`src/rtl/swa_pkg.sv`:
```
// ----------------------------------------------------------------------------
// swa_pkg: shared definitions for the step function window average
// Field widths, register indexes, result status codes and reset values.
// ----------------------------------------------------------------------------
package swa_pkg;

  // Fixed widths of the stream and register fields
  localparam int FIELD_BITS     = 32;
  localparam int STATUS_BITS    = 2;
  localparam int IN_TDATA_BITS  = 64;
  localparam int OUT_TDATA_BITS = 40;

  // Default operand widths
  localparam int KEY_BITS_DEFAULT   = 32;
  localparam int VALUE_BITS_DEFAULT = 32;

  // Moment accumulator and divider step counter
  localparam int ACC_BITS = 64;
  localparam int CNT_BITS = $clog2(ACC_BITS);

  // Entries between the front and the back
  localparam int QUEUE_DEPTH = 2;

  // Register reset values
  localparam logic [FIELD_BITS-1:0] WINDOW_LOW_RESET  = 32'h0000_0000;
  localparam logic [FIELD_BITS-1:0] WINDOW_HIGH_RESET = 32'h0001_0000;

  typedef enum logic [0:0] {
    REG_WINDOW_LOW  = 1'b0,
    REG_WINDOW_HIGH = 1'b1
  } reg_index_e;

  typedef enum logic [STATUS_BITS-1:0] {
    STATUS_OK    = 2'd0,
    STATUS_ORDER = 2'd1,
    STATUS_EMPTY = 2'd2,
    STATUS_SAT   = 2'd3
  } status_e;

endpackage

```
`src/rtl/swa_queue.sv`:
```
// ----------------------------------------------------------------------------
// swa_queue: entry queue between front and back
// Small first-in first-out buffer so that each side stalls on its own.
// ----------------------------------------------------------------------------
module swa_queue #(
  parameter int WIDTH = 8
) (
  input  logic             clk_i,
  input  logic             rst_ni,
  input  logic             push_valid_i,
  output logic             push_ready_o,
  input  logic [WIDTH-1:0] push_data_i,
  output logic             pop_valid_o,
  input  logic             pop_ready_i,
  output logic [WIDTH-1:0] pop_data_o
);

  import swa_pkg::*;

  localparam int DEPTH = QUEUE_DEPTH;
  localparam int PTR_W = (DEPTH > 1) ? $clog2(DEPTH) : 1;
  localparam int CNT_W = $clog2(DEPTH + 1);

  logic [WIDTH-1:0] mem_q [DEPTH];
  logic [PTR_W-1:0] wr_ptr_q, wr_ptr_d, rd_ptr_q, rd_ptr_d;
  logic [CNT_W-1:0] count_q, count_d;
  logic             push, pop;

  assign push_ready_o = (count_q != CNT_W'(DEPTH));
  assign pop_valid_o  = (count_q != '0);
  assign push         = push_valid_i && push_ready_o;
  assign pop          = pop_valid_o && pop_ready_i;
  assign pop_data_o   = mem_q[rd_ptr_q];

  // Advance pointers and the fill count
  always_comb begin
    wr_ptr_d = wr_ptr_q;
    rd_ptr_d = rd_ptr_q;
    if (push) begin
      wr_ptr_d = (wr_ptr_q == PTR_W'(DEPTH - 1)) ? '0 : wr_ptr_q + 1'b1;
    end
    if (pop) begin
      rd_ptr_d = (rd_ptr_q == PTR_W'(DEPTH - 1)) ? '0 : rd_ptr_q + 1'b1;
    end
    case ({push, pop})
      2'b10:   count_d = count_q + 1'b1;
      2'b01:   count_d = count_q - 1'b1;
      default: count_d = count_q;
    endcase
  end

  always_ff @(posedge clk_i or negedge rst_ni) begin
    if (!rst_ni) begin
      wr_ptr_q <= '0;
      rd_ptr_q <= '0;
      count_q  <= '0;
    end else begin
      wr_ptr_q <= wr_ptr_d;
      rd_ptr_q <= rd_ptr_d;
      count_q  <= count_d;
    end
  end

  // Write the entry storage
  always_ff @(posedge clk_i) begin
    if (push) begin
      mem_q[wr_ptr_q] <= push_data_i;
    end
  end

endmodule

```
`config.mk`:
```
export PLATFORM = sky130hd
export DESIGN_NAME = swa_queue
export DESIGN_NICKNAME = d
export VERILOG_FILES = /design/src/rtl/swa_pkg.sv /design/src/rtl/swa_queue.sv
export SDC_FILE = /design/constraint.sdc
export NUM_CORES = 1
export LEC_CHECK = 0
export ABC_AREA = 1
export BUFFER_PORTS_ARGS = -buffer_cell sky130_fd_sc_hd__buf_2
export CAP_MARGIN = 15
export CORE_MARGIN = 4
export CORE_UTILIZATION = 49
export CTS_CLUSTER_DIAMETER = 60
export DETAILED_ROUTE_END_ITERATION = 10
export PLACE_DENSITY = 0.75
export SYNTH_ARGS = -nofsm -noshare
export SYNTH_HDL_FRONTEND = slang
export SYNTH_SLANG_ARGS = --single-unit
```
`constraint.sdc`:
```
create_clock -name clk_i -period 1.72 [get_ports clk_i]
set_clock_uncertainty 0.05 [all_clocks]
set_input_delay 0.086 -clock clk_i [delete_from_list [all_inputs] [get_ports clk_i]]
set_output_delay 0.086 -clock clk_i [all_outputs]
set_load 0.02 [all_outputs]
```
-- After elaboration in Yosys (flattened, before gate mapping)
Memories as Yosys holds them, arrays and structs flattened.
Cells that the tools add are included.
- output and inout bits: 10
- flip-flop bits (word level): 4
- input bits: 12
- memories: 1
- memory bits (writable): 16
- reduce and logical (&&, ||, !) cells: 4
- multiplexer cells: 5
- equal/unequal tests: 3
- add/sub/neg operators: 4
- memory list (memory ; words ; width ; read ports ; clocked after memory_dff ; write ports ; line ; source):
    mem_q ; 2 ; 8 ; 1 ; 0 ; 1 ; swa_queue.sv:24 ; logic [WIDTH-1:0] mem_q [DEPTH];
- operator list (operator ; number):
    1-bit two-way mux ; 4
    2-bit one-hot mux with 2 select lines ; 1
    2-bit nonzero test ; 2
    1-bit adder (second input constant) ; 2
    2-bit by 1-bit adder with 2-bit output (second input constant) ; 1
    2-bit by 1-bit equality test with 1-bit output (second input constant) ; 1
    2-bit equality test (second input constant) ; 1
    1-bit logical AND ; 2
    2-bit != test (second input constant) ; 1
    2-bit by 1-bit subtractor with 2-bit output (second input constant) ; 1

-- Logic depth before layout (Yosys ltp)
- depth after elaboration: 4
- mapped depth: 10
- depth with buffers taken out: 10

-- Worst setup path after synthesis
No wires, ideal clock.
- kind: register -> register
- start point: reg count_q[1]
- end point: reg count_q[1]
- period minus slack after synthesis: 1.419 ns
- path buffers: 0
- data required time: 1.553 ns
- path slack: 0.301 ns
- data arrival time: 1.252 ns
- setup time: 0.117 ns
- cell stages (with the launch flop): 10
- path through: dfrtp_1 inv_1 nand2_2 nand2_1 inv_1 ha_1 inv_1 nand3_1 nand2_1 nand2_1
- longest elaborated chain between the ends: 4
- elaborated cells on any way between the ends: 10
- those cells by class: 2 x add/sub; 3 x eq/ne; 1 x mux; 4 x reduce/logical
- ends and longest elaborated chain (what ; line ; source):
    from (decl) ; swa_queue.sv:26 ; logic [CNT_W-1:0] count_q, count_d;
    from (signal assigned) ; swa_queue.sv:60 ; count_q <= count_d;
    2-bit nonzero test (*) ; swa_queue.sv:30 ; assign pop_valid_o = (count_q != '0);
    via pop_valid_o ; swa_queue.sv:13 ; output logic pop_valid_o,
    1-bit logical AND (*) ; swa_queue.sv:32 ; assign pop = pop_valid_o && pop_ready_i;
    via pop ; swa_queue.sv:27 ; logic push, pop;
    2-bit by 1-bit equality test with 1-bit output or 2-bit equality test (tied branches) ; swa_queue.sv:45 ; case ({push, pop})
    2-bit one-hot mux with 2 select lines or 2-bit nonzero test (tied branches) ; -- ;
Mark *: on every way through the listed nets, which the timed path passes. The rest lies on a longest branch.
A chain may end at the register's enable or synchronous reset.

-- Worst setup path in the final report
- start point: reg rd_ptr_q
- end point: out pop_data_o[5]
- longest elaborated chain between the ends: 1
- ends and longest elaborated chain (what ; line ; source):
    from (decl) ; swa_queue.sv:25 ; logic [PTR_W-1:0] wr_ptr_q, wr_ptr_d, rd_ptr_q, rd_ptr_d;
    from (signal assigned) ; swa_queue.sv:59 ; rd_ptr_q <= rd_ptr_d;
    memory read 2 x 8 bit ; -- ;
    to (decl) ; swa_queue.sv:15 ; output logic [WIDTH-1:0] pop_data_o
No other way between the ends.

==> results.toml <==
[run_status]
status = "completed"

[clock_tree]
postCtsSetupBuffers = 0
cts_tree = "done"
path_clk_slew_ps = 100
cts-root-buf = "clkbuf_4"
clockBufferDepth = 2
clk_latency_ps = 290
cts_made_buffers = 3
htreeDepth = 1
clkSinkCount = 20

[power_and_ir_drop]
cellPowerDensity_mw_per_mm2 = 1590
ir_drop_mv = 0.919
leakage_nw = 0.510

[logic_synthesis]
netlist_top_cells_area = "edfxtp_1 (59%), nand2_1 (14%), dfrtp_1 (12%)"
synth_xor_area_share_pct = 1.07
yosys.area_share.simple_pct = 22.0
synthMuxAreaShare_pct = 0
synth_area_leader_cell = "edfxtp_1"
ys_warn_count = 0
syn_inst = 71
synth_cell_types = 15
syn_area_per_cell_um2 = 11.6
yosys-top-cells-count = "nand2_1 (31), edfxtp_1 (16), inv_1 (5)"
synth-edff-count = 16
syn_area_um2 = 821
synthAdderAreaFrac_pct = 1.52
synth-seq-cells = 20
synth-async-reset-ratio_pct = 20.0
ys_seq_area_share_pct = 70.7
netlist.area_leader.share_pct = 58.5
synth_most_common_cell = "nand2_1"
synth_compound_gate_area_share_pct = 0.610
syn_nets = 84
synth_top_family_by_area = "simple AND/OR/NAND/NOR gates"
ys.flop_type = "edfxtp_1"

[setup_path]
crit_path_end_kind = "output port"
worstPathCellList = "inv_2, nand2_1, nand2_1, buf_2"
cp-start-kind = "flop"
worst_ep_arrival_time_ps = 1350
max_stage_delay_ps = 580
cp.required_ps = 1580
slowest_stage = "dfrtp_1"
criticalPathCategory = "flop to output port"
path_max_fanout = 10
crit_top_cell = "nand2_1"

[timing]
maxSlewViolCount = 0
rsz0062_at_grt = "no"
worst_slack_ps = 237
hold_viol = 0
min_period_over_period_pct = 86.2
setup_viol = 0
period_needed_ps = 1480
fmax_ghz = 0.675
tightest_slew_ps = 370
slew_headroom_pct = 75.3
tns_ps = 0

[floorplanning]
rows = 14
chipWidth_um = 48.9
ioPinCount = 22
initial_core_util_pct = 53.2
coreArea_mm2 = 0.00154
die_height_um = 48.9
die_area_mm2 = 0.00239

[global_route]
grt_antenna_before_repair = 0
grt_max_degree = 12
gr-total-overflow = 0
grt_pass1_vias = 652
grt_pass1_wl_mm = 2.75
track_usage_pct = 14.6

[routing]
drt-total-wl_mm = 1.49
dr.pass1.iters = 4
drt_iter0_drc = 7
vias = 600
drc = 0
vias_per_cell = 4.88
ant_nets = 0
wl_per_cell_um = 12.1

[final_layout]
diodes = 0
syn_to_final_growth_pct = 31.6
nNetsFinal = 121
drive_gt1_share_pct = 29.9
fill_cells = 108

[placed_design]
place_congestion = 0.699
io_buffer_count = 21
dpl.hpwl_mm = 1.01
place_ws_ps = 294

[worst_hold_path]
hp-class = "input pin to flop"

[run]
max_cap_viol_count = 0
[worst paths after layout]
path	startpoint	endpoint	slack, ps	depth (start not counted)
max	rd_ptr_q$_DFFE_PN0P_	pop_data_o[5]	240	4
min	push_valid_i	wr_ptr_q$_DFFE_PN0N_	30	3
max reg2reg	count_q[1]$_DFFE_PN0P_	count_q[1]$_DFFE_PN0P_	270	9
min reg2reg	wr_ptr_q$_DFFE_PN0N_	wr_ptr_q$_DFFE_PN0N_	490	2
max in group asynchronous	rst_ni	rd_ptr_q$_DFFE_PN0P_	1430	2
min in group asynchronous	rst_ni	count_q[0]$_DFFE_PN0P_	70	2
[cell type report]
cell class	instances	area, um2	area share [%]
flip-flops and latches	20	581	53.8
repair buffers	33	220	20.4
multi-input cells	43	206	19.1
inverters	7	26.3	2.43
clock buffers	3	22.5	2.09
well taps	16	20.0	1.85
clock inverters	1	3.75	0.348
[placed cells by master, fill, tap and decap left out]
cell / instances
nor2_4: 1
xnor2_1: 1
a21oi_1: 1
nand4_1: 1
clkbuf_4: 3
ha_1: 1
dlygate4sd3_1: 10
inv_2: 2
buf_4: 2
clkinv_1: 1
dfrtp_1: 4
inv_1: 5
nand2_4: 2
nor2_1: 2
buf_2: 21
nand2_1: 31
nand2_2: 1
nand3_1: 2
edfxtp_1: 16
[sequential cells by signal, summed over array words and instances, names as in the netlist]
| register | count |
|---|---|
| mem_q | 16 |
| count_q | 2 |
| rd_ptr_q | 1 |
| wr_ptr_q | 1 |
[per-layer routing]
metal  vias up  track usage [%]  routed length (um)
met3         0             3.36                  72
met5         -                0                   0
met1       282             16.3                 570
met2        15             26.5                 851
met4         0             5.38                   0
li1        303                -                   -
[power breakdown]
part | internal (mW) | switching [mW] | total, mW
sequential | 0.672 | 0.0953 | 0.768
clock | 0.0844 | 0.133 | 0.217
combinational | 0.259 | 0.475 | 0.734
[through the flow]
step	std cells	utilization, %	instance area [um2]	hold WS [ps]	total power, mW
after floorplan	71	-	821	-260	1.27
after global placement	109	61.9	953	-150	1.48
after detailed placement	109	61.9	953	-150	1.51
after CTS	123	70.0	1080	19.0	1.74
after global routing	123	70.0	1080	53.0	1.86
final	123	70.0	1080	26.4	1.72
[what timing repair did]
action	CTS	global route
resized for setup	0	0
endpoints found under the hold margin	21	0
hold buffers	10	0
[critical path, delay by kind of cell, from the launching register on]
| family | cells | cell delay (ps) |
|---|---|---|
| buffers and inverters | 2 | 320 |
| flip-flops | 1 | 580 |
| AND/OR/NAND/NOR | 2 | 160 |
[cell families after synthesis]
family,count (synthesis)
AOI/OAI and AO/OA,1
adders and majority gates,1
buffers and inverters,8
DFF,20
and+or+nand+nor,40
xor gates and xnor gates,1
Power figures use the tool's default switching activity.
