<file path="config.mk">
export PLATFORM = sky130hd
export DESIGN_NAME = swa_front
export DESIGN_NICKNAME = d
export VERILOG_FILES = /design/src/rtl/swa_front.sv
export SDC_FILE = /design/constraint.sdc
export NUM_CORES = 1
export LEC_CHECK = 0
export BUFFER_PORTS_ARGS = -buffer_cell sky130_fd_sc_hd__buf_2
export CORE_UTILIZATION = 30
export CTS_CLUSTER_DIAMETER = 80
export DETAILED_ROUTE_END_ITERATION = 6
export PLACE_DENSITY = 0.52
export SLEW_MARGIN = 30
export SYNTH_ARGS = -nofsm -noshare
export SYNTH_HDL_FRONTEND = slang
export SYNTH_SLANG_ARGS = --single-unit
</file>
<file path="constraint.sdc">
create_clock -name clk_i -period 9.8 [get_ports clk_i]
set_input_delay 0.98 -clock clk_i [delete_from_list [all_inputs] [get_ports clk_i]]
set_output_delay 0.98 -clock clk_i [all_outputs]
set_load 0.01 [all_outputs]
</file>
<file path="src/rtl/swa_front.sv">
// ----------------------------------------------------------------------------
// swa_front: point classifier
// Clips each point's segments against the window and checks key order.
// Emits one queue entry per point: the closing segment of the prior point,
// the forward segment of a last point, an order fault flag and the last flag.
// ----------------------------------------------------------------------------
module swa_front #(
  parameter int KEY_BITS   = 32,
  parameter int VALUE_BITS = 32,
  localparam int ENTRY_W   = 2 * KEY_BITS + 2 * VALUE_BITS + 2
) (
  input  logic                  clk_i,
  input  logic                  rst_ni,
  input  logic                  s_valid_i,
  output logic                  s_ready_o,
  input  logic [KEY_BITS-1:0]   key_i,
  input  logic [VALUE_BITS-1:0] value_i,
  input  logic                  last_i,
  input  logic [KEY_BITS-1:0]   win_lo_i,
  input  logic [KEY_BITS-1:0]   win_hi_i,
  output logic                  entry_valid_o,
  input  logic                  entry_ready_i,
  output logic [ENTRY_W-1:0]    entry_data_o
);

  localparam int DIFF_W = KEY_BITS + 1;

  logic signed [KEY_BITS-1:0]   prior_key_q, prior_key_d;
  logic signed [VALUE_BITS-1:0] prior_value_q, prior_value_d;
  logic                         seen_q, seen_d;

  logic signed [KEY_BITS-1:0]   key_s, lo_s, hi_s;
  logic signed [KEY_BITS-1:0]   seg_end, start_a, start_b;
  logic        [DIFF_W-1:0]     diff_a, diff_b;
  logic        [KEY_BITS-1:0]   len_a, len_b;
  logic        [VALUE_BITS-1:0] val_a;
  logic                         fault;
  logic                         accept;

  assign key_s = $signed(key_i);
  assign lo_s  = $signed(win_lo_i);
  assign hi_s  = $signed(win_hi_i);

  // Pass the handshake straight to the queue
  assign entry_valid_o = s_valid_i;
  assign s_ready_o     = entry_ready_i;
  assign accept        = s_valid_i && entry_ready_i;

  // Clip the closing segment; the first point extends back to the window start
  always_comb begin
    seg_end = (key_s < hi_s) ? key_s : hi_s;
    if (seen_q) begin
      start_a = (prior_key_q > lo_s) ? prior_key_q : lo_s;
    end else begin
      start_a = lo_s;
    end
    fault  = seen_q && (key_s <= prior_key_q);
    diff_a = DIFF_W'(seg_end) - DIFF_W'(start_a);
    len_a  = (!fault && (seg_end > start_a)) ? diff_a[KEY_BITS-1:0] : '0;
    val_a  = seen_q ? prior_value_q : value_i;
  end

  // Clip the forward segment of a last point up to the window end
  always_comb begin
    start_b = (key_s > lo_s) ? key_s : lo_s;
    diff_b  = DIFF_W'(hi_s) - DIFF_W'(start_b);
    len_b   = (last_i && (hi_s > start_b)) ? diff_b[KEY_BITS-1:0] : '0;
  end

  assign entry_data_o = {last_i, fault, value_i, len_b, val_a, len_a};

  // Track the prior point; a last point ends the series
  always_comb begin
    prior_key_d   = prior_key_q;
    prior_value_d = prior_value_q;
    seen_d        = seen_q;
    if (accept) begin
      if (last_i) begin
        prior_key_d   = '0;
        prior_value_d = '0;
        seen_d        = 1'b0;
      end else begin
        prior_key_d   = key_s;
        prior_value_d = $signed(value_i);
        seen_d        = 1'b1;
      end
    end
  end

  always_ff @(posedge clk_i or negedge rst_ni) begin
    if (!rst_ni) begin
      prior_key_q   <= '0;
      prior_value_q <= '0;
      seen_q        <= 1'b0;
    end else begin
      prior_key_q   <= prior_key_d;
      prior_value_q <= prior_value_d;
      seen_q        <= seen_d;
    end
  end

endmodule

</file>
# After elaboration in Yosys (flattened, before gate mapping)
# Cells that the tools add are included.
# word_totals
register_bits	65
latchBits	0
ram_bits	0
mem_bits_ro	0
input_bits	133
output_inout_bits	132
word_cells	26
n_memories	0
# op_classes
n_addsub	2
multipliers	0
n_div	0
n_lt_le_gt_ge	6
n_eq_ne	0
n_shift	0
n_mux	10
n_bitwise	0
reduce_logical	5
# ops
operator	n
2-to-1 mux 32 bit	9
greater-than comparator 32 bit	4
subtractor 32 bit	2
less-or-equal comparator 32 bit	1
< comparator 32 bit	1
logical AND 1 bit	4
logical NOT 1 bit	1
2-to-1 mux 1 bit	1

# Logic depth before layout (Yosys ltp)
# depth
word_depth	6
depth_mapped	23
mapped_depth_nobuf	20

# Worst setup path after synthesis
# OpenSTA, ideal clock, no wires.
# synth_path
path_type	input-to-output
start	input win_lo_i[9]
end	output entry_data_o[30]
arrival_time_ps	5750
t_required_ps	8820
slack_ps	3070
path_stages	20
path_buffers	0
path_cell_list	inv_1 ha_1 a21o_1 a221o_1 a21oi_2 or4b_4 a21oi_4 nor2_1 a211oi_4 mux2_4 ha_1 fa_1 nand2b_1 a21oi_1 o21ai_1 a211o_1 o41a_1 o41ai_1 xnor2_1 nor2_1
# synth_via
elab_chain_cells	6
elab_cells_between_ends	7
cone_classes	1 x add/sub; 2 x order compare; 3 x mux; 1 x reduce/logical
# synth_lines
item	line_no	rtl
start, declared	19	input logic [KEY_BITS-1:0] win_lo_i,
greater-than comparator 32 bit	53	start_a = (prior_key_q > lo_s) ? prior_key_q : lo_s;
2-to-1 mux 32 bit	53	
2-to-1 mux 32 bit *	52	if (seen_q) begin
greater-than comparator 32 bit	59	len_a = (!fault && (seg_end > start_a)) ? diff_a[KEY_BITS-1:0] : '0;
logical AND 1 bit	59	
2-to-1 mux 32 bit *	59	
end, declared	23	output logic [ENTRY_W-1:0] entry_data_o
# Every way passes the cells marked *; elsewhere a longest branch is shown, timed or not.

# Worst setup path after layout
# layout_path
start	input win_lo_i[9]
end	output entry_data_o[9]
# The elaborated chain is that of the path after synthesis.

==> metrics.txt <==
status=complete, no violations; core outline area=36790 µm²; Max Fclk=0.1281 GHz; routed via count divided by cell count=5.212; worst vdd rail ir drop=around 76 µV; filler instances=3965; final period utilization=79.65%; post-synth cell types=74; wire length of the first global-routing pass=approximately 60 mm; post-synth net total=1765; final cell count without fillers=2111; number of antenna-violating nets in the routed design=0; cell with the largest stage delay on the worst path=or4b_4; HPWL after detailed placement=33.67 mm; per-instance average area after synthesis=between 7 and 8 µm²; relative slew slack=~49%; share of cells above drive strength 1=20.46%; residual DRC count=0; leakage=roughly 0.0067 µW; clock insertion delay at the later pin of the skew report=around 0.32 ns; internal power=a little over 1000 µW; Critical Path Start Type=input port; WL per Instance=19.03 µm; Worst Path Arrival=approximately 6.8 ns; max-slew violation count=0; total net switching power=877.7 µW; FFs w/ async S/R, synth=100.0%; clock group share of total power=18.1%; Clock Sink Count=65; vias=11000; global route total overflow=0; area occupied by multi-input gates=8742 µm²; Setup crit start=win_lo_i[9]; final wirelength=~40 mm; number of synthesized flops with an enable pin=0; Die Footprint=38370 µm²; hold violation count in the final report=0; overall routing resource usage=between 20% and 30%; initial drt markers=507; maximum net fanout on the critical path=33; initial antenna violation count=8; largest cells by area after synthesis=ha_1 21%, dfrtp_1 14%, mux2i_1 5.9%; max-cap check violation count=0; final setup violation count=0; Total Negative Setup Slacks=0 ns; number of buffers inserted by hold repair at cts=0; Placement Rows=70; number of clock buffers inserted by TritonCTS=9; Worst Path Class, Setup=input port to output pin; H-tree depth=3; library cell with the largest summed area after synthesis=ha_1; transition at the pin with the smallest max-transition slack=roughly 0.77 ns; Post-Route Skew=0 ns; overall die height=195.9 µm; setup repair after global routing missed its margin=false; Register Area=1627 µm²; number of global-route vias before repair=around 11000; CP max stage delay=~0.50 ns; count of cells resized by post-cts repair=0; fraction of post-synthesis cell area in the top cell type by area=21.19%; Post-layout nets=1958; start point of the worst hold path=prior_value_q[17]; TritonCTS clock tree=built; detailed-router iteration count before antenna repair=5; end of the worst register-to-register path=seen_q; Hold Path Class=register to register; placed insts=2089; Setup crit end kind=output pin; switching share of power=46.49%; Clock Tree Buf Depth=2; cell chain of the critical path=buf_2 > inv_1 > ha_1 > a21o_1 > a221o_1 > a21oi_2 > or4b_4 > a21oi_4 > nor2_1 > a211oi_4 > buf_4 > mux2_4 > ha_1 > fa_1 > nand2b_1 > a21oi_1 > o21ai_1 > nand2b_1 > a21bo_2 > a22oi_1 > a311o_1 > buf_4 > nor4_1 > buf_2; RD Place Congestion=0.9470; fraction of power consumed by sequential logic=17.2%; count of cells along the worst register-to-register path=3; clk root buf=clkbuf_16; Gate Count Post-Synth=1439; time the worst path needs with I/O delays and setup=7.805 ns; required time of the critical path=8.82 ns; I/O pin total=265; clock-pin slew on the worst setup and hold paths=0.05 ns; critical register-to-register path startpoint=seen_q; die width=195.9 µm; Yosys warnings=0; area delta synth->final=16.11%; pin count of the biggest net entering global routing=~130; count of buffers added by post-CTS timing repair for setup=0; power per unit of standard cell area=144.2 nW/µm²; combinational fraction of design power=about two thirds; Critical Path End=entry_data_o[9]; summed instance area of the synthesized netlist=11280 µm²; primary flip-flop cell chosen by synthesis mapping=dfrtp_1; Port Buf Inserts=264; internal reg-to-reg setup slack=8.76 ns; fraction of the yosys area taken by sequential cells=14.42%; effective utilization at floorplan=30.66%; register bit count reported by yosys=between 60 and 70
==> cells in the mapped netlist (3+ instances only) <==
| cell | count |
|---|---|
| buf_2 | 3 |
| xor2_1 | 26 |
| buf_1 | 3 |
| nand2_1 | 116 |
| o21ai_1 | 15 |
| dfrtp_1 | 65 |
| o21a_1 | 12 |
| a211o_1 | 7 |
| o211ai_1 | 8 |
| o21bai_1 | 8 |
| nor2b_1 | 10 |
| nor4_1 | 10 |
| nor3_1 | 19 |
| a21oi_1 | 99 |
| a2111o_1 | 3 |
| buf_4 | 36 |
| and2_1 | 6 |
| ha_1 | 191 |
| and3_1 | 7 |
| nand2b_1 | 79 |
| a31oi_1 | 14 |
| nand3_1 | 25 |
| a2111oi_0 | 4 |
| a221oi_1 | 3 |
| o31ai_1 | 8 |
| mux2_2 | 32 |
| o21ai_0 | 94 |
| a211oi_1 | 7 |
| mux2_1 | 33 |
| mux2i_1 | 66 |
| or3_1 | 6 |
| nor3b_1 | 4 |
| or2_2 | 3 |
| xnor2_1 | 21 |
| a21o_1 | 57 |
| o22a_1 | 3 |
| inv_1 | 111 |
| buf_8 | 3 |
| clkbuf_1 | 46 |
| nand4_1 | 33 |
| nor2_1 | 98 |
==> power groups by stage <==
| stage | Clock [µW] | Sequential (µW) | Combinational, µW |
|---|---|---|---|
| after floorplan | 0 | 317 | 824 |
| after global placement | 0 | 328 | 1210 |
| after detailed placement | 0 | 328 | 1220 |
| after CTS | 352 | 324 | 1220 |
| after global routing | 366 | 329 | 1340 |
| final | 341 | 324 | 1220 |
==> metrics by stage <==
step | power, µW | area [µm²] | utilization [%] | hold slack [ns] | setup WS (ns)
finish | 1888 | 13090 | 35.60 | 0.4779 | 1.995
global route | 2039 | 13080 | 35.57 | 0.5001 | 1.645
CTS | 1899 | 13080 | 35.54 | 0.4841 | 1.933
detailed placement | 1546 | 12760 | 34.70 | 0.4691 | 1.928
global placement | 1541 | 12760 | 34.69 | 0.4584 | 2.019
floorplan | 1141 | 11280 | - | 0.4444 | 3.070
==> registers in the layout, indices dropped and copies added (netlist names) <==
name	cells
prior_value_q	32
seen_q	1
prior_key_q	32
==> cell usage in the layout (no fill, tap or decap), types with 4 or more instances in the layout <==
cell type	count
a2111oi_0	4
a211o_1	7
a211oi_1	7
a21o_1	57
a21oi_1	99
a31oi_1	14
and2_1	6
and3_1	7
buf_2	264
buf_4	7
clkbuf_16	9
dfrtp_1	65
diode_2	6
ha_1	191
inv_1	111
mux2_1	33
mux2_2	32
mux2i_1	66
nand2_1	115
nand2b_1	79
nand3_1	25
nand4_1	33
nor2_1	98
nor2b_1	10
nor3_1	19
nor3b_1	4
nor4_1	10
o211ai_1	8
o21a_1	12
o21ai_0	94
o21ai_1	13
o21bai_1	8
o31ai_1	8
or3_1	6
xnor2_1	21
xor2_1	26
==> worst min-delay path by stage <==
stage	end	cells past startpoint
6_report	prior_value_q[17]	2
5_1_grt	prior_value_q[23]	2
4_1_cts	prior_value_q[17]	2
3_5_place_dp	prior_value_q[16]	2
3_3_place_gp	prior_value_q[13]	2
2_1_floorplan	prior_value_q[0]	2
==> cell families (layout without fill, tap and decap cells) <==
family          Yosys count  count (layout)  synth area share, %
compound gates          370             370                20.73
xor+xnor                 47              47                3.650
buf+inv                 202             400                8.255
flops                    65              65                14.42
mux                     132             132                12.48
fa+ha+maj               193             193                21.55
simple gates            430             430                18.92
other cells               0               6                    0
==> per-layer routing <==
layer	vias up	wire [µm]	global-route usage, %
met5	-	0	0
li1	5522	-	-
met3	31	2642	2.733
met2	369	18700	34.98
met1	5080	18200	27.08
met4	0	635	5.093
==> critical path, delay by kind of cell <==
family / cells / cell delay [ns]
compound gates: 10 / 2.24
fa+ha+maj: 3 / 0.90
buf+inv: 5 / 1.13
mux: 1 / 0.35
simple gates: 5 / 1.24
==> final cells by class <==
cell class                 instances  share of cell area, %
inverter                         111                  3.182
clock buffer                      10                  1.749
multi-input combinational       1172                  66.77
sequential                        65                  12.42
timing repair buffer             273                  10.66
tap                              468                  4.472
clock inverter                     6                 0.6307
antenna                            6                 0.1147
(Power assumes the default switching activity.)
